`src/hw/rtl/swfd_pkg.sv`:
```
// Shared types, constants and CRC function for the sensor word frame decoder.
package swfd_pkg;

    localparam logic [7:0] CRC_POLY = 8'h31;
    localparam logic [7:0] CRC_INIT = 8'hFF;

    // byte phase within a word
    localparam logic [1:0] PH_MSB = 2'd0;
    localparam logic [1:0] PH_LSB = 2'd1;
    localparam logic [1:0] PH_CRC = 2'd2;

    // word kinds, in frame order
    localparam logic [1:0] KIND_CO2  = 2'd0;
    localparam logic [1:0] KIND_TEMP = 2'd1;
    localparam logic [1:0] KIND_RH   = 2'd2;

    localparam int          COEF_W     = 13;
    localparam int          PROD_W     = 29;
    localparam logic [12:0] TEMP_MUL   = 13'd4375;
    localparam int          TEMP_SHIFT = 14;
    localparam int          TEMP_W     = 15;
    localparam logic [16:0] TEMP_OFS   = 17'd4500;
    localparam logic [12:0] RH_MUL     = 13'd625;
    localparam int          RH_SHIFT   = 12;
    localparam int          RH_W       = 14;

    typedef struct packed {
        logic [1:0]  kind;
        logic [15:0] raw;
        logic        crc_ok;
        logic        last;
    } t_word;

    // MSB-first CRC-8, one byte
    function automatic logic [7:0] crc8_update(input logic [7:0] crc, input logic [7:0] b);
        logic [7:0] c;
        c = crc ^ b;
        for (int i = 0; i < 8; i++) begin
            if (c[7]) begin
                c = {c[6:0], 1'b0} ^ CRC_POLY;
            end else begin
                c = {c[6:0], 1'b0};
            end
        end
        return c;
    endfunction

endpackage

```
`src/hw/rtl/swfd_ifs.sv`:
```
// Valid/ready channel interfaces for the frame byte input and the word result output.
interface swfd_in_if;
    logic       valid;
    logic       ready;
    logic [7:0] rx_byte;
    logic       frame_start;

    modport source (output valid, output rx_byte, output frame_start, input ready);
    modport sink   (input valid, input rx_byte, input frame_start, output ready);
endinterface

interface swfd_out_if;
    logic               valid;
    logic               ready;
    logic [1:0]         word_kind;
    logic [15:0]        raw_word;
    logic signed [16:0] scaled_value;
    logic               crc_ok;
    logic               frame_last;

    modport source (output valid, output word_kind, output raw_word, output scaled_value,
                    output crc_ok, output frame_last, input ready);
    modport sink   (input valid, input word_kind, input raw_word, input scaled_value,
                    input crc_ok, input frame_last, output ready);
endinterface

```
`src/hw/rtl/swfd_front.sv`:
```
// Front end: tracks frame position, runs the CRC and assembles words from bytes.
module swfd_front (
    input  logic                i_clk,
    input  logic                i_rst_n,
    swfd_in_if.sink             i_in,
    input  logic                i_room,
    output logic                o_push,
    output swfd_pkg::t_word     o_word
);

    logic [1:0]  r_phase, n_phase;
    logic [1:0]  r_kind, n_kind;
    logic [7:0]  r_crc, n_crc;
    logic [15:0] r_word, n_word;
    logic [1:0]  phase, kind;
    logic        accept;

    assign i_in.ready = i_room;
    assign accept     = i_in.valid && i_room;

    always_comb begin
        phase   = i_in.frame_start ? swfd_pkg::PH_MSB : r_phase;
        kind    = i_in.frame_start ? swfd_pkg::KIND_CO2 : r_kind;
        n_phase = r_phase;
        n_kind  = r_kind;
        n_crc   = r_crc;
        n_word  = r_word;
        o_push  = 1'b0;
        o_word.kind   = kind;
        o_word.raw    = r_word;
        o_word.crc_ok = (r_crc == i_in.rx_byte);
        o_word.last   = (kind == swfd_pkg::KIND_RH);
        if (accept) begin
            unique case (phase)
                swfd_pkg::PH_MSB: begin
                    n_crc   = swfd_pkg::crc8_update(swfd_pkg::CRC_INIT, i_in.rx_byte);
                    n_word  = {i_in.rx_byte, 8'h00};
                    n_phase = swfd_pkg::PH_LSB;
                    n_kind  = kind;
                end
                swfd_pkg::PH_LSB: begin
                    n_crc   = swfd_pkg::crc8_update(r_crc, i_in.rx_byte);
                    n_word  = {r_word[15:8], i_in.rx_byte};
                    n_phase = swfd_pkg::PH_CRC;
                    n_kind  = kind;
                end
                swfd_pkg::PH_CRC: begin
                    o_push  = 1'b1;
                    n_crc   = swfd_pkg::CRC_INIT;
                    n_phase = swfd_pkg::PH_MSB;
                    // past the third word the next byte opens a new frame
                    n_kind  = (kind == swfd_pkg::KIND_RH) ? swfd_pkg::KIND_CO2 : kind + 2'd1;
                end
                default: begin
                    n_phase = swfd_pkg::PH_MSB;
                    n_kind  = swfd_pkg::KIND_CO2;
                end
            endcase
        end
    end

    always_ff @(posedge i_clk) begin
        if (!i_rst_n) begin
            r_phase <= swfd_pkg::PH_MSB;
            r_kind  <= swfd_pkg::KIND_CO2;
            r_crc   <= swfd_pkg::CRC_INIT;
            r_word  <= '0;
        end else begin
            r_phase <= n_phase;
            r_kind  <= n_kind;
            r_crc   <= n_crc;
            r_word  <= n_word;
        end
    end

endmodule

```
`src/hw/rtl/swfd_queue.sv`:
```
// Small word queue between the front end and the scaling back end.
module swfd_queue #(
    parameter int DEPTH = 4
) (
    input  logic            i_clk,
    input  logic            i_rst_n,
    input  logic            i_push,
    input  swfd_pkg::t_word i_word,
    output logic            o_room,
    output logic            o_valid,
    output swfd_pkg::t_word o_word,
    input  logic            i_pop
);

    localparam int AW = (DEPTH > 1) ? $clog2(DEPTH) : 1;
    localparam int CW = $clog2(DEPTH + 1);

    swfd_pkg::t_word r_mem [DEPTH];
    logic [AW-1:0]   r_wr_ptr, r_rd_ptr;
    logic [CW-1:0]   r_count;
    logic            do_push, do_pop;

    assign o_room  = (r_count != CW'(DEPTH));
    assign o_valid = (r_count != '0);
    assign o_word  = r_mem[r_rd_ptr];
    assign do_push = i_push && o_room;
    assign do_pop  = i_pop && o_valid;

    always_ff @(posedge i_clk) begin
        if (do_push) begin
            r_mem[r_wr_ptr] <= i_word;
        end
    end

    always_ff @(posedge i_clk) begin
        if (!i_rst_n) begin
            r_wr_ptr <= '0;
            r_rd_ptr <= '0;
            r_count  <= '0;
        end else begin
            if (do_push) begin
                r_wr_ptr <= (r_wr_ptr == AW'(DEPTH - 1)) ? '0 : r_wr_ptr + AW'(1);
            end
            if (do_pop) begin
                r_rd_ptr <= (r_rd_ptr == AW'(DEPTH - 1)) ? '0 : r_rd_ptr + AW'(1);
            end
            if (do_push && !do_pop) begin
                r_count <= r_count + CW'(1);
            end else if (do_pop && !do_push) begin
                r_count <= r_count - CW'(1);
            end
        end
    end

endmodule

```
`src/hw/rtl/swfd_back.sv`:
```
// Back end: scales the raw word by kind and holds the result in the output register.
module swfd_back (
    input  logic            i_clk,
    input  logic            i_rst_n,
    input  logic            i_valid,
    input  swfd_pkg::t_word i_word,
    output logic            o_pop,
    swfd_out_if.source      o_out
);

    logic                        r_valid;
    swfd_pkg::t_word             r_word;
    logic signed [16:0]          r_scaled, n_scaled;
    logic [swfd_pkg::COEF_W-1:0] coef;
    logic [swfd_pkg::PROD_W-1:0] prod;

    assign o_pop = i_valid && (!r_valid || o_out.ready);

    always_comb begin
        coef = (i_word.kind == swfd_pkg::KIND_TEMP) ? swfd_pkg::TEMP_MUL : swfd_pkg::RH_MUL;
        prod = swfd_pkg::PROD_W'(coef) * swfd_pkg::PROD_W'(i_word.raw);
        unique case (i_word.kind)
            swfd_pkg::KIND_TEMP: begin
                n_scaled = $signed({2'b00, prod[swfd_pkg::TEMP_SHIFT +: swfd_pkg::TEMP_W]}
                                   - swfd_pkg::TEMP_OFS);
            end
            swfd_pkg::KIND_RH: begin
                n_scaled = $signed({3'b000, prod[swfd_pkg::RH_SHIFT +: swfd_pkg::RH_W]});
            end
            default: begin
                n_scaled = $signed({1'b0, i_word.raw});
            end
        endcase
    end

    always_ff @(posedge i_clk) begin
        if (o_pop) begin
            r_word   <= i_word;
            r_scaled <= n_scaled;
        end
    end

    always_ff @(posedge i_clk) begin
        if (!i_rst_n) begin
            r_valid <= 1'b0;
        end else if (o_pop) begin
            r_valid <= 1'b1;
        end else if (o_out.ready) begin
            r_valid <= 1'b0;
        end
    end

    assign o_out.valid        = r_valid;
    assign o_out.word_kind    = r_word.kind;
    assign o_out.raw_word     = r_word.raw;
    assign o_out.scaled_value = r_scaled;
    assign o_out.crc_ok       = r_word.crc_ok;
    assign o_out.frame_last   = r_word.last;

endmodule

```
`src/hw/rtl/sensor_word_frame_decoder_top.sv`:
```
// Sensor word frame decoder: CRC-checked word extraction and scaling from a 9-byte frame.
//
// Input channel i_in carries one frame byte per item (rx_byte) with frame_start marking
// the first byte of a frame. Each frame is CO2, temperature, humidity words, each sent as
// MSB, LSB, CRC-8 (poly 0x31, init 0xFF). Output channel o_out gives one item per CRC
// byte: kind, raw word, scaled value (ppm, centidegrees C, centipercent RH), CRC verdict,
// and frame_last on the humidity word. MSB and LSB bytes give no result.
// Throughput: one byte per cycle, sustained while o_out is ready. CRC runs a byte per
// cycle in the front end; scaling is one constant multiply, plus an offset for
// temperature, in the back end, while CO2 words pass through unscaled.
// A queue of QUEUE_DEPTH words sits between front and back end. When o_out stalls the
// output register holds its item, the queue fills, and once it is full i_in.ready drops
// until the receiver takes an item. Without frame_start, a tenth byte starts a new frame.
// Reset (synchronous, active low) returns to the start of a frame with the CRC at 0xFF
// and empties the queue and the output register.
module sensor_word_frame_decoder_top #(
    parameter int QUEUE_DEPTH = 4
) (
    input  logic        i_clk,
    input  logic        i_rst_n,
    swfd_in_if.sink     i_in,
    swfd_out_if.source  o_out
);

    logic            push, room, q_valid, pop;
    swfd_pkg::t_word front_word, head_word;

    swfd_front u_front (
        .i_clk   (i_clk),
        .i_rst_n (i_rst_n),
        .i_in    (i_in),
        .i_room  (room),
        .o_push  (push),
        .o_word  (front_word)
    );

    swfd_queue #(.DEPTH(QUEUE_DEPTH)) u_queue (
        .i_clk   (i_clk),
        .i_rst_n (i_rst_n),
        .i_push  (push),
        .i_word  (front_word),
        .o_room  (room),
        .o_valid (q_valid),
        .o_word  (head_word),
        .i_pop   (pop)
    );

    swfd_back u_back (
        .i_clk   (i_clk),
        .i_rst_n (i_rst_n),
        .i_valid (q_valid),
        .i_word  (head_word),
        .o_pop   (pop),
        .o_out   (o_out)
    );

endmodule

```
`src/flat_wrapper.sv`:
```
// flat-port wrapper written by rule: the top's interface ports become plain ports
module sensor_word_frame_decoder_top_flat 
#(
    parameter int QUEUE_DEPTH = 4
)
  (i_clk, i_rst_n, i_in_valid, i_in_rx_byte, i_in_frame_start, i_in_ready, o_out_valid, o_out_word_kind, o_out_raw_word, o_out_scaled_value, o_out_crc_ok, o_out_frame_last, o_out_ready);
  swfd_in_if i_in_i ();
  swfd_out_if o_out_i ();
  input  logic i_clk;
  input  logic i_rst_n;
  input wire logic [$bits(i_in_i.valid)-1:0] i_in_valid;
  input wire logic [$bits(i_in_i.rx_byte)-1:0] i_in_rx_byte;
  input wire logic [$bits(i_in_i.frame_start)-1:0] i_in_frame_start;
  output wire logic [$bits(i_in_i.ready)-1:0] i_in_ready;
  output wire logic [$bits(o_out_i.valid)-1:0] o_out_valid;
  output wire logic [$bits(o_out_i.word_kind)-1:0] o_out_word_kind;
  output wire logic [$bits(o_out_i.raw_word)-1:0] o_out_raw_word;
  output wire logic [$bits(o_out_i.scaled_value)-1:0] o_out_scaled_value;
  output wire logic [$bits(o_out_i.crc_ok)-1:0] o_out_crc_ok;
  output wire logic [$bits(o_out_i.frame_last)-1:0] o_out_frame_last;
  input wire logic [$bits(o_out_i.ready)-1:0] o_out_ready;
  assign i_in_i.valid = i_in_valid;
  assign i_in_i.rx_byte = i_in_rx_byte;
  assign i_in_i.frame_start = i_in_frame_start;
  assign i_in_ready = i_in_i.ready;
  assign o_out_valid = o_out_i.valid;
  assign o_out_word_kind = o_out_i.word_kind;
  assign o_out_raw_word = o_out_i.raw_word;
  assign o_out_scaled_value = o_out_i.scaled_value;
  assign o_out_crc_ok = o_out_i.crc_ok;
  assign o_out_frame_last = o_out_i.frame_last;
  assign o_out_i.ready = o_out_ready;
  sensor_word_frame_decoder_top #(.QUEUE_DEPTH(QUEUE_DEPTH)) u_core (.i_clk(i_clk), .i_rst_n(i_rst_n), .i_in(i_in_i), .o_out(o_out_i));
endmodule
```
`config.mk`:
```
export PLATFORM = sky130hd
export DESIGN_NAME = sensor_word_frame_decoder_top_flat
export DESIGN_NICKNAME = d
export VERILOG_FILES = /design/src/hw/rtl/swfd_pkg.sv /design/src/hw/rtl/swfd_ifs.sv /design/src/hw/rtl/swfd_front.sv /design/src/hw/rtl/swfd_queue.sv /design/src/hw/rtl/swfd_back.sv /design/src/hw/rtl/sensor_word_frame_decoder_top.sv /design/src/flat_wrapper.sv
export SDC_FILE = /design/constraint.sdc
export NUM_CORES = 1
export LEC_CHECK = 0
export BUFFER_PORTS_ARGS = -buffer_cell sky130_fd_sc_hd__buf_2
export CAP_MARGIN = 15
export CORE_ASPECT_RATIO = 0.6
export CORE_MARGIN = 1.5
export CORE_UTILIZATION = 50
export DETAILED_ROUTE_END_ITERATION = 16
export GPL_ROUTABILITY_DRIVEN = 0
export PLACE_DENSITY = 0.74
export SKIP_CTS_REPAIR_TIMING = 1
export SYNTH_ARGS = -nofsm -noshare
export SYNTH_HDL_FRONTEND = slang
export SYNTH_HIERARCHICAL = 1
export SYNTH_SLANG_ARGS = --single-unit
```
`constraint.sdc`:
```
create_clock -name i_clk -period 12.4 [get_ports i_clk]
set_clock_uncertainty 0.15 [all_clocks]
set_input_delay 0.62 -clock i_clk [delete_from_list [all_inputs] [get_ports i_clk]]
set_output_delay 0.62 -clock i_clk [all_outputs]
set_load 0.05 [all_outputs]
```
After elaboration in Yosys (flattened, before gate mapping) --
Memories as Yosys holds them, arrays and structs flattened. A register that Yosys moved wholly into a read port is not among the register bits. Index checks and enable logic that the tools add are counted.
Storage, ports and cells: flip-flop bits (word level) 73, RAM bits 80, input bits 13, output and inout bits 39, logic and storage cells 135, memories 1
Memory list:
- u_core.u_queue.r_mem | words 4, bits a word 20, rd ports 1, clocked after Yosys merged registers in 1, write ports 1, line swfd_queue.sv:18 | swfd_pkg::t_word r_mem [DEPTH];
Operators by class: add/subtract/negate cells 6, multiply operators 1, eq/ne operators 9, mux-type cells 65, bitwise operators 19, reduce and logical (&&, ||, !) cells 20
Operators with widths (number):
- 8-bit two-way mux | 28
- 6-bit two-way mux | 16
- 3-bit NOT | 16
- 17-bit case mux with 2 select lines | 1
- 16-bit case mux with 2 select lines | 1
- 13-bit by 16-bit multiplier with 29-bit output | 1
- 8-bit case mux with 3 select lines | 1
- 15-bit by 13-bit subtractor with 16-bit output (second input constant) | 1
- 2-bit two-way mux | 7
- 13-bit two-way mux | 1
- 2-bit equality test (second input constant) | 5
- 8-bit equality test | 1
- 8-bit NOT | 1
- 2-bit case mux with 2 select lines | 2
- 8-bit XOR | 1
- 2-bit by 1-bit adder with 2-bit output (second input constant) | 3
- 1-bit logical AND | 6
- 1-bit two-way mux | 6
- 3-bit two-way mux | 2
- 2-bit nonzero test | 3
- 3-bit nonzero test | 2
- 2-bit by 1-bit equality test with 1-bit output (second input constant) | 2
- 2-bit AND reduction | 2
- 3-bit by 1-bit adder with 3-bit output (second input constant) | 1
- 8 further kinds | 10

Logic depth before layout (Yosys ltp) --
Gate-level depths: netlist of run 1.
depth in word-level cells 32, gate-level depth with buffers 31

Hierarchy --
The synthesis of run 1 kept the hierarchy.
By module, submodules not included:
- swfd_back | times used 1, cells an instance 695, area each 6616.3 µm²
- swfd_queue | times used 1, cells an instance 155, area each 3355.7 µm²
- swfd_front | times used 1, cells an instance 206, area each 1734.2 µm²

Least setup slack after synthesis of run 1 --
Ideal clock, no wire load.
kind register to register, start reg (tool-made name), end reg u_core.u_back.r_scaled[14] (netlist: u_core/u_back/o_out.scaled_value[14]), data pin, library setup time 136 ps, data arrival time 6965 ps, path slack 5149 ps, stages on the path, launching flop included 31, clock period less this slack 7251 ps, path through dfxtp_1 > buf_2 > mux4_2 > inv_1 > ha_1 > buf_6 > clkbuf_1 > nor2_1 > fa_1 > inv_1 > fa_1 > inv_1 > fa_1 > fa_1 > inv_1 > fa_1 > inv_1 > ha_1 > a21oi_2 > and2_1 > o311ai_1 > a21oi_1 > nor2_1 > inv_1 > ha_1 > nor2_1 > mux2_4 > nor3_2 > o211ai_2 > a2111o_1 > nand3_1
RTL lines:
- to (signal assigned) | line swfd_back.sv:39 | r_scaled <= n_scaled;
- to (decl) | line swfd_back.sv:13 | logic signed [16:0] r_scaled, n_scaled;

==> flow_summary_export.csv, run 1 <==
group,metric,value,unit
drt,ant_nets,0,
sta,fin_crit_sh,0.708,
floorplanning,die_w,201,µm
sta,slew_violations,0,
synthesis,synth.top_cell.area_share,0.300,
sta,whs,0.323,ns
critical_path,required,12.54,ns
synthesis,ys_async_sr_fraction,0,
clocking,htreeDepth,4,
pwr,p_int,1.08,mW
pwr,worst_ir_drop_vdd,122,µV
placement,place_inst,1408,
sta,tightest_slew,1.07,ns
global_routing,grt_first_pass_wirelength,44600,µm
synthesis,synthesis.area,11700,µm²
pwr,switching_share,0.334,
floorplanning,initial_utilization,0.508,
critical_path,path_class,"flop to flop",
synthesis,avgSynthCellArea,11.1,µm²
synthesis,ys.flop_type,"edfxtp_1",
synthesis,ys_seq_area_frac,0.365,
pwr,combPwrFrac,0.328,
layout,syn_to_final_growth,9.93,%
drt,drt_iter0_drc,756,
clocking,path_clk_slew,0.06,ns
synthesis,synth_edf_count,117,
critical_path,worst_ep_arrival_time,8.91,ns
placement,placed_area,12300,µm²
synthesis,synth_most_common_cell,"inv_1",
global_routing,grt_max_degree,41,
critical_path,start_kind,"flop",
pwr,p_sw,0.541,mW
drt,viasPerCell,5.51,
clocking,cts_made_buffers,17,
floorplanning,rows,43,
synthesis,synth_top_cell_by_area,"edfxtp_1",
critical_path,critPathTopFamily,"adder cells",
pwr,leakage,5.66,nW
layout,drive_gt1_frac,0.134,
global_routing,overflow,0,
global_routing,grt_pass1_vias,8064,
clocking,clock_latency,0.43,ns
floorplanning,fp.dieH,122,µm
sta,setup_ws,3.63,ns
synthesis,synth_common_cells,"inv_1, edfxtp_1, ha_1",
layout,fin_cells,1440,
sta,final-hold-violation-count,0,
global_routing,grt_antenna_before_repair,1,
drt,route.detailed.drc,0,
floorplanning,ios,52,
synthesis,synth_cells,1056,
pwr,powerDensity,126,nW/µm²
sta,setup_viol_count_final,0,
sta,fmax,114,MHz
critical_path,cp-end-kind,"flop",
drt,dr_total_vias,7936,
clocking,cts_tree,"done",
placement,dp_slack,3.83,ns
critical_path,critPathBufInv,7,
synthesis,ys_warn_count,6,
pwr,finalPower,1.62,mW
drt,firstDrtPassIters,5,
pwr,seq_power_share,0.358,
pwr,power_frac_clock,0.314,
clocking,cts-root-buf,"clkbuf_16",
clocking,clock-sinks,155,
critical_path,cp_slowest_cell,"dfxtp_1",
sta,rsz0062_at_grt,"no",
floorplanning,coreArea,23000,µm²
layout,nNetsFinal,1319,
synthesis,synth_seq_cells,155,
floorplanning,dieArea,24400,µm²
placement,dp_hpwl,21300,µm
layout,fin_util,0.559,
sta,min_period,8.77,ns
synthesis,synth_cell_type_count,84,
placement,io_buffers,51,
synthesis,synth.top_cells.by_area,"edfxtp_1, fa_1, ha_1",
critical_path,cp_common_cell,"inv_1",
drt,detail_route.wl_per_cell,19.1,µm
run,drv_cap,0,
layout,diodes,0,
critical_path,crit_fanout,27,
min_path,hold_path.class,"flop to flop",
layout,final_cell_area,12900,µm²
sta,tns,0,ns
critical_path,critPathMaxStageDelay,1.02,ns
global_routing,grt_util_all_layers,0.243,
run_status,outcome,"completed",
sta,slew_headroom,0.286,
clocking,clockBufferDepth,2,
drt,wl,27500,µm
-- worst reg2reg max path, delay by kind of cell, from the launching register on --
| family | cells | cell delay [ns] |
|---|---|---|
| buffers and inverters | 7 | 1.08 |
| multiplexers | 2 | 0.76 |
| AO/OA/AOI/OAI | 6 | 1.59 |
| adder cells (fa/ha/maj) | 8 | 3.14 |
| AND/OR/NAND/NOR | 5 | 0.88 |
| flip-flops | 1 | 1.02 |
-- routing by layer --
metal | global-route usage | part of all wire | up-vias
met1 | 0.356 | 0.47 | 3888
met4 | 0.0526 | 0.0094 | 4
met3 | 0.0859 | 0.11 | 25
met2 | 0.345 | 0.41 | 356
met5 | 0.0198 | 0.0029 | -
li1 | - | - | 3663
-- power groups by stage --
stage,clock [mW],combinational (mW),sequential [mW]
floorplan,0,0.387,0.599
global placement,0,0.506,0.590
detailed placement,0,0.515,0.590
CTS,0.519,0.519,0.579
global route,0.539,0.580,0.580
finish,0.508,0.530,0.579
-- final timing paths --
| check | startpoint | to | slack, ns | depth (start not counted) |
|---|---|---|---|---|
| worst min-delay path | u_core/u_front/r_phase[0]$_SDFFE_PN0P_ | u_core/u_front/r_phase[0]$_SDFFE_PN0P_ | 0.32 | 2 |
| worst min register to register | u_core/u_front/r_phase[0]$_SDFFE_PN0P_ | u_core/u_front/r_phase[0]$_SDFFE_PN0P_ | 0.32 | 2 |
| worst max-delay path | flop | u_core/u_back/o_out.scaled_value[14]$_DFFE_PP_ | 3.63 | 28 |
| worst max register to register | flop | u_core/u_back/o_out.scaled_value[14]$_DFFE_PP_ | 3.63 | 28 |
-- kinds of logic (layout without fill, tap and decap cells) --
kind of cell	Yosys count	in the layout	synth area share
buffers and inverters	240	295	0.0792
AND/OR/NAND/NOR	210	210	0.0939
adder cells (fa/ha/maj)	194	194	0.266
AO/OA/AOI/OAI	170	170	0.102
flip-flops	155	155	0.365
XOR/XNOR	59	59	0.0483
multiplexers	26	26	0.0441
other	2	16	0.000642
-- placed cells by master (no fill, tap or decap), types with 19 or more instances in the layout --
master	count
xnor2_1	40
edfxtp_1	117
dfxtp_1	38
inv_1	208
buf_2	51
o21ai_0	19
nand3_1	19
mux4_2	20
fa_1	92
nor2_1	55
ha_1	102
clkbuf_16	19
a21oi_1	45
nand2_1	47
-- cell type report --
cell class | count | area [µm²]
inverters | 209 | 785
clock buffers | 23 | 490
flip-flops and latches | 155 | 4270
repair buffers | 54 | 278
well taps | 315 | 394
fillers | 1934 | 10200
clock inverters | 9 | 82.6
multi-input cells | 675 | 6570
-- sequential cells by signal, indices dropped and copies added, names as in the netlist, named ones only --
signal                            count
u_core/u_queue/r_mem                 80
u_core/u_front/r_word                16
u_core/u_back/o_out.crc_ok            1
u_core/u_front/r_phase                2
u_core/u_back/o_out.scaled_value     17
u_core/u_back/o_out.raw_word         16
u_core/u_queue/r_count                3
u_core/u_back/o_out.frame_last        1
u_core/u_queue/r_rd_ptr               2
u_core/u_front/r_kind                 2
u_core/u_front/r_crc                  8
u_core/u_back/o_out.valid             1
u_core/u_back/o_out.word_kind         2
u_core/u_queue/r_wr_ptr               2
Power figures use the tool's default switching activity.
==> inputs of run 2 (changes only) <==
==> constraint.sdc (replaced) <==
create_clock -name i_clk -period 8.34 [get_ports i_clk]
set_clock_uncertainty 0.15 [all_clocks]
set_input_delay 0.417 -clock i_clk [delete_from_list [all_inputs] [get_ports i_clk]]
set_output_delay 0.417 -clock i_clk [all_outputs]
set_load 0.05 [all_outputs]
==> run 2 against run 1 <==
First-iteration DRC count rose by 0.26%. Combinational power is 51% higher. Die area did not move. Non-clock buffer count grew 4. Final area down 0.28%. Worst setup slack got worse by 3.2 ns. Sequential share of layout area up 0.094 points. Sequential power up 49%. Routed wire length is 3.4% higher. Critical path type unchanged.
==> flow_summary_export.csv, run 2 (synthesis gave the netlist of run 1 again) <==
group,metric,value,unit
sta,tightest_slew,1.06,ns
pwr,leakage,5.64,nW
global_routing,grt_antenna_before_repair,0,
clocking,cts_made_buffers,17,
sta,final-hold-violation-count,0,
layout,final_cell_mix,"inv_1, edfxtp_1, ha_1, fa_1, nor2_1",
layout,final_cell_area,12800,µm²
layout,diodes,0,
pwr,finalPower,2.35,mW
drt,firstDrtPassIters,5,
sta,min_period,7.96,ns
critical_path,cp-end-kind,"flop",
floorplanning,dieArea,24400,µm²
drt,route.detailed.drc,0,
pwr,worst_ir_drop_vdd,142,µV
global_routing,grt_first_pass_wirelength,45600,µm
drt,ant_nets,0,
clocking,path_clk_slew,0.06,ns
critical_path,worst_ep_arrival_time,8.09,ns
run_status,outcome,"completed",
critical_path,required,8.47,ns
critical_path,cp_slowest_cell,"mux4_2",
floorplanning,ios,52,
layout,fill_cells,1958,
critical_path,path_class,"flop to flop",
sta,slew_violations,0,
sta,slew_headroom,0.294,
floorplanning,initial_utilization,0.508,
layout,top_register,"u_core/u_queue/r_mem",
critical_path,critPathMaxStageDelay,0.56,ns
min_path,hold_path.class,"primary input to flop",
floorplanning,fp.dieH,122,µm
clocking,cts_tree,"done",
layout,drive_gt1_frac,0.132,
global_routing,overflow,0,
layout,fin_util,0.557,
run,drv_cap,0,
sta,tns,0,ns
clocking,htreeDepth,4,
sta,fin_crit_sh,0.954,
critical_path,start_kind,"flop",
layout,layout_commonest_cell,"inv_1",
critical_path,cp_common_cell,"inv_1",
layout,largest_reg_flops,80,
drt,drt_iter0_drc,758,
pwr,powerDensity,183,nW/µm²
critical_path,ff2ff_path_depth,28,
min_path,worstHoldPathCells,3,
floorplanning,die_w,201,µm
drt,viasPerCell,5.57,
sta,rsz0062_at_grt,"no",
clocking,clock-sinks,155,
drt,wl,28400,µm
clocking,clockBufferDepth,2,
floorplanning,coreArea,23000,µm²
clocking,clock_latency,0.43,ns
sta,fmax,126,MHz
drt,detail_route.wl_per_cell,19.7,µm
drt,dr_total_vias,8049,
placement,dp_hpwl,22000,µm
global_routing,grt_util_all_layers,0.250,
global_routing,grt_pass1_vias,8108,
placement,io_buffers,51,
global_routing,grt_max_degree,41,
clocking,cts-root-buf,"clkbuf_16",
sta,setup_viol_count_final,0,
critical_path,crit_fanout,26,
placement,placed_area,12300,µm²
floorplanning,rows,43,
layout,syn_to_final_growth,9.62,%
layout,nNetsFinal,1323,
-- run 2: cell types whose count changed in the layout (fill, tap and decap cells not counted), sizes merged --
cell    before  now
bufinv       1    0
clkinv       3    2
buf         54   58
clkbuf      23   29
inv        214  210
-- run 2: final timing paths --
check | start | endpoint | slack (ns)
setup / recovery | flop | u_core/u_back/o_out.scaled_value[14]$_DFFE_PP_ | 0.38
hold / removal | i_in_valid | u_core/u_front/r_phase[0]$_SDFFE_PN0P_ | 0.16
setup reg to reg | flop | u_core/u_back/o_out.scaled_value[14]$_DFFE_PP_ | 0.38
hold reg to reg | u_core/u_front/r_phase[0]$_SDFFE_PN0P_ | u_core/u_front/r_phase[0]$_SDFFE_PN0P_ | 0.32
-- run 2: critical path: cells and delay by family (launching register included) --
kind / cells / cell delay (ns)
adder cells (fa/ha/maj): 8 / 3.46
flip-flops: 1 / 0.39
buffers and inverters: 7 / 0.74
AO/OA/AOI/OAI: 4 / 1.15
multiplexers: 2 / 0.84
AND/OR/NAND/NOR: 7 / 1.11
-- run 2: final cells by class --
type / count / area, µm² / area share
clock buffer: 29 / 490 / 0.0382
clock inverter: 3 / 16.3 / 0.00127
inverter: 209 / 785 / 0.0611
multi-input combinational: 675 / 6570 / 0.512
sequential: 155 / 4270 / 0.333
tap: 315 / 394 / 0.0307
timing repair buffer: 58 / 308 / 0.0240
-- run 2: report_power, final --
group / internal, mW / switching [mW] / total [mW]
combinational: 0.306 / 0.493 / 0.799
sequential: 0.851 / 0.0118 / 0.862
clock: 0.396 / 0.295 / 0.691
total: 1.55 / 0.800 / 2.35
-- run 2: through the flow --
step | setup WS (ns) | cells | hold WS, ns
global placement | 0.617 | 1412 | 0.294
global route | 0.000639 | 1444 | 0.158
CTS | 0.482 | 1444 | 0.144
finish | 0.381 | 1444 | 0.159
detailed placement | 0.504 | 1412 | 0.306
floorplan | 1.09 | 1070 | 0.286
-- run 2: per-layer routing --
layer | share of wire | global-route usage | routed length (µm)
met3 | 0.11 | 0.0843 | 3200
met1 | 0.47 | 0.378 | 13500
met5 | 0 | 0 | 0
met2 | 0.40 | 0.344 | 11500
met4 | 0.0084 | 0.0540 | 239
==> inputs of run 3 (changes only) <==
--- a/config.mk
+++ b/config.mk
@@ -16,5 +16,4 @@
 export SKIP_CTS_REPAIR_TIMING = 1
 export SYNTH_ARGS = -nofsm -noshare
 export SYNTH_HDL_FRONTEND = slang
-export SYNTH_HIERARCHICAL = 1
 export SYNTH_SLANG_ARGS = --single-unit
==> run 3 against run 2 <==
Synthesized area rose by 0.55%. Sequential share of layout area decreased by 0.75 points. First-iteration DRC count is 2.2% lower. Flip-flop and latch count stayed put. Highest routed layer unchanged. Critical path type unchanged.
==> flow_summary_export.csv, run 3 <==
group,metric,value,unit
critical_path,start_kind,"flop",
layout,top_register,"u_core.u_queue.r_mem",
drt,drt_iter0_drc,741,
drt,wl,28700,µm
synthesis,synth.top_cell.area_share,0.299,
global_routing,grt_first_pass_wirelength,45400,µm
sta,slew_headroom,0.250,
floorplanning,coreArea,23100,µm²
critical_path,critPathMaxStageDelay,0.61,ns
synthesis,synth.top_cells.by_area,"edfxtp_1, fa_1, ha_1",
synthesis,synth_cells,1095,
layout,final_cell_mix,"inv_1, edfxtp_1, ha_1, fa_1, nand2_1",
clocking,clock-sinks,155,
sta,fin_crit_sh,0.961,
layout,diodes,0,
global_routing,grt_max_degree,40,
floorplanning,dieArea,24500,µm²
floorplanning,rows,43,
drt,viasPerCell,5.63,
floorplanning,fp.dieH,122,µm
floorplanning,ios,52,
run,drv_cap,0,
synthesis,ys_async_sr_fraction,0,
critical_path,path_class,"flop to flop",
global_routing,overflow,0,
clocking,htreeDepth,4,
layout,drive_gt1_frac,0.135,
critical_path,critPathTopFamily,"adder cells",
synthesis,synth_top_cell_by_area,"edfxtp_1",
drt,ant_nets,0,
synthesis,synth_seq_cells,155,
clocking,clock_latency,0.43,ns
critical_path,cp-end-kind,"flop",
synthesis,ys.flop_type,"edfxtp_1",
layout,fill_cells,1918,
sta,fmax,125,MHz
sta,whs,0.164,ns
synthesis,ys_seq_area_frac,0.363,
global_routing,grt_antenna_before_repair,0,
synthesis,ys_warn_count,0,
clocking,cts-root-buf,"clkbuf_16",
synthesis,synth_most_common_cell,"inv_1",
global_routing,grt_util_all_layers,0.246,
min_path,hold_path.class,"primary input to flop",
synthesis,synth_cell_type_count,67,
drt,dr_total_vias,8389,
critical_path,critPathBufInv,6,
sta,final-hold-violation-count,0,
synthesis,synth_edf_count,117,
global_routing,grt_pass1_vias,8147,
sta,tns,0,ns
critical_path,required,8.37,ns
sta,min_period,8.01,ns
critical_path,crit_fanout,11,
critical_path,cp_cell_sequence,"buf_4 -> mux4_2 -> inv_1 -> nor2_1 -> fa_1 -> inv_1 -> fa_1 -> fa_1 -> inv_1 -> fa_1 -> inv_1 -> fa_1 -> inv_1 -> ha_1 -> a21oi_1 -> o21bai_1 -> o31a_1 -> o41a_1 -> or3_4 -> and2_1 -> a31o_2 -> a221oi_1 -> a21oi_1",
drt,detail_route.wl_per_cell,19.2,µm
layout,syn_to_final_growth,11.5,%
drt,route.detailed.drc,0,
sta,slew_violations,0,
floorplanning,initial_utilization,0.510,
run_status,outcome,"completed",
critical_path,cp_slowest_cell,"mux4_2",
drt,firstDrtPassIters,6,
sta,setup_viol_count_final,0,
layout,largest_reg_flops,80,
synthesis,avgSynthCellArea,10.7,µm²
clocking,cts_made_buffers,17,
clocking,cts_tree,"done",
placement,dp_hpwl,21600,µm
layout,nNetsFinal,1370,
layout,fin_util,0.569,
clocking,clockBufferDepth,2,
sta,tightest_slew,1.13,ns
placement,io_buffers,51,
layout,layout_commonest_cell,"inv_1",
floorplanning,die_w,201,µm
clocking,path_clk_slew,0.07,ns
synthesis,synth_common_cells,"inv_1, edfxtp_1, ha_1",
synthesis,synthesis.area,11800,µm²
critical_path,worst_ep_arrival_time,8.04,ns
sta,rsz0062_at_grt,"no",
==> run 3: changes by cell type after synthesis, moves of 6 or more <==
cell / delta
xnor2_1: -8
a2111oi_0: +6
o311ai_0: +7
a21o_1: +13
o21ai_1: -7
and3_1: +9
and2_1: +8
a21boi_0: +14
a21boi_1: -11
nand2_1: +19
clkbuf_1: +9
==> run 3: final timing paths <==
| kind | cells after the start | to | from | slack (ns) |
|---|---|---|---|---|
| setup reg to reg | 23 | u_core.u_back.o_out.scaled_value[6]$_DFFE_PP_ | flop | 0.33 |
| hold reg to reg | 2 | u_core.u_front.r_phase[0]$_SDFFE_PN0P_ | u_core.u_front.r_phase[0]$_SDFFE_PN0P_ | 0.32 |
| hold / removal | 4 | u_core.u_back.o_out.valid$_SDFFE_PN0P_ | o_out_ready | 0.16 |
| setup / recovery | 23 | u_core.u_back.o_out.scaled_value[6]$_DFFE_PP_ | flop | 0.33 |
==> run 3: cells by family after synthesis <==
logic type,count (synthesis),synth area share
simple gates,244,0.106
buf+inv,241,0.0773
fa+ha+maj,194,0.263
compound gates,186,0.112
flops,155,0.363
xor+xnor,48,0.0357
mux,25,0.0417
other cells,2,0.000638
==> run 3: cell type report <==
class | instances | area [µm²] | share of cell area
clock inverter | 14 | 160 | 0.0122
tap | 315 | 394 | 0.0300
clock buffer | 18 | 439 | 0.0335
multi-input combinational | 711 | 6680 | 0.509
timing repair buffer | 70 | 402 | 0.0306
inverter | 208 | 781 | 0.0595
sequential | 155 | 4270 | 0.326
==> run 3: tightest hold or removal path: stages <==
cell	delay [ns]
buf_2	0.08
inv_1	0.06
nand2_1	0.07
a21boi_0	0.07
==> run 3: layer usage <==
| layer | vias to the layer above | wire [µm] | global-route usage |
|---|---|---|---|
| li1 | 3874 | - | - |
| met1 | 4141 | 13700 | 0.372 |
| met2 | 354 | 11700 | 0.352 |
| met3 | 20 | 3000 | 0.0736 |
| met4 | 0 | 174 | 0.0432 |
| met5 | - | 0 | 0 |
==> run 3: per-stage QoR <==
| stage | setup slack, ns | cell area [µm²] | cells |
|---|---|---|---|
| floorplan | 0.0526 | 11800 | 1107 |
| global placement | 0.491 | 12500 | 1459 |
| detailed placement | 0.238 | 12500 | 1459 |
| CTS | 0.172 | 13100 | 1491 |
| global route | 0.00864 | 13100 | 1491 |
| finish | 0.329 | 13100 | 1491 |
Power of run 3 is left out: the tool's default activity adds up to more than one toggle a clock period on the data nets, which glitch-free logic cannot reach.
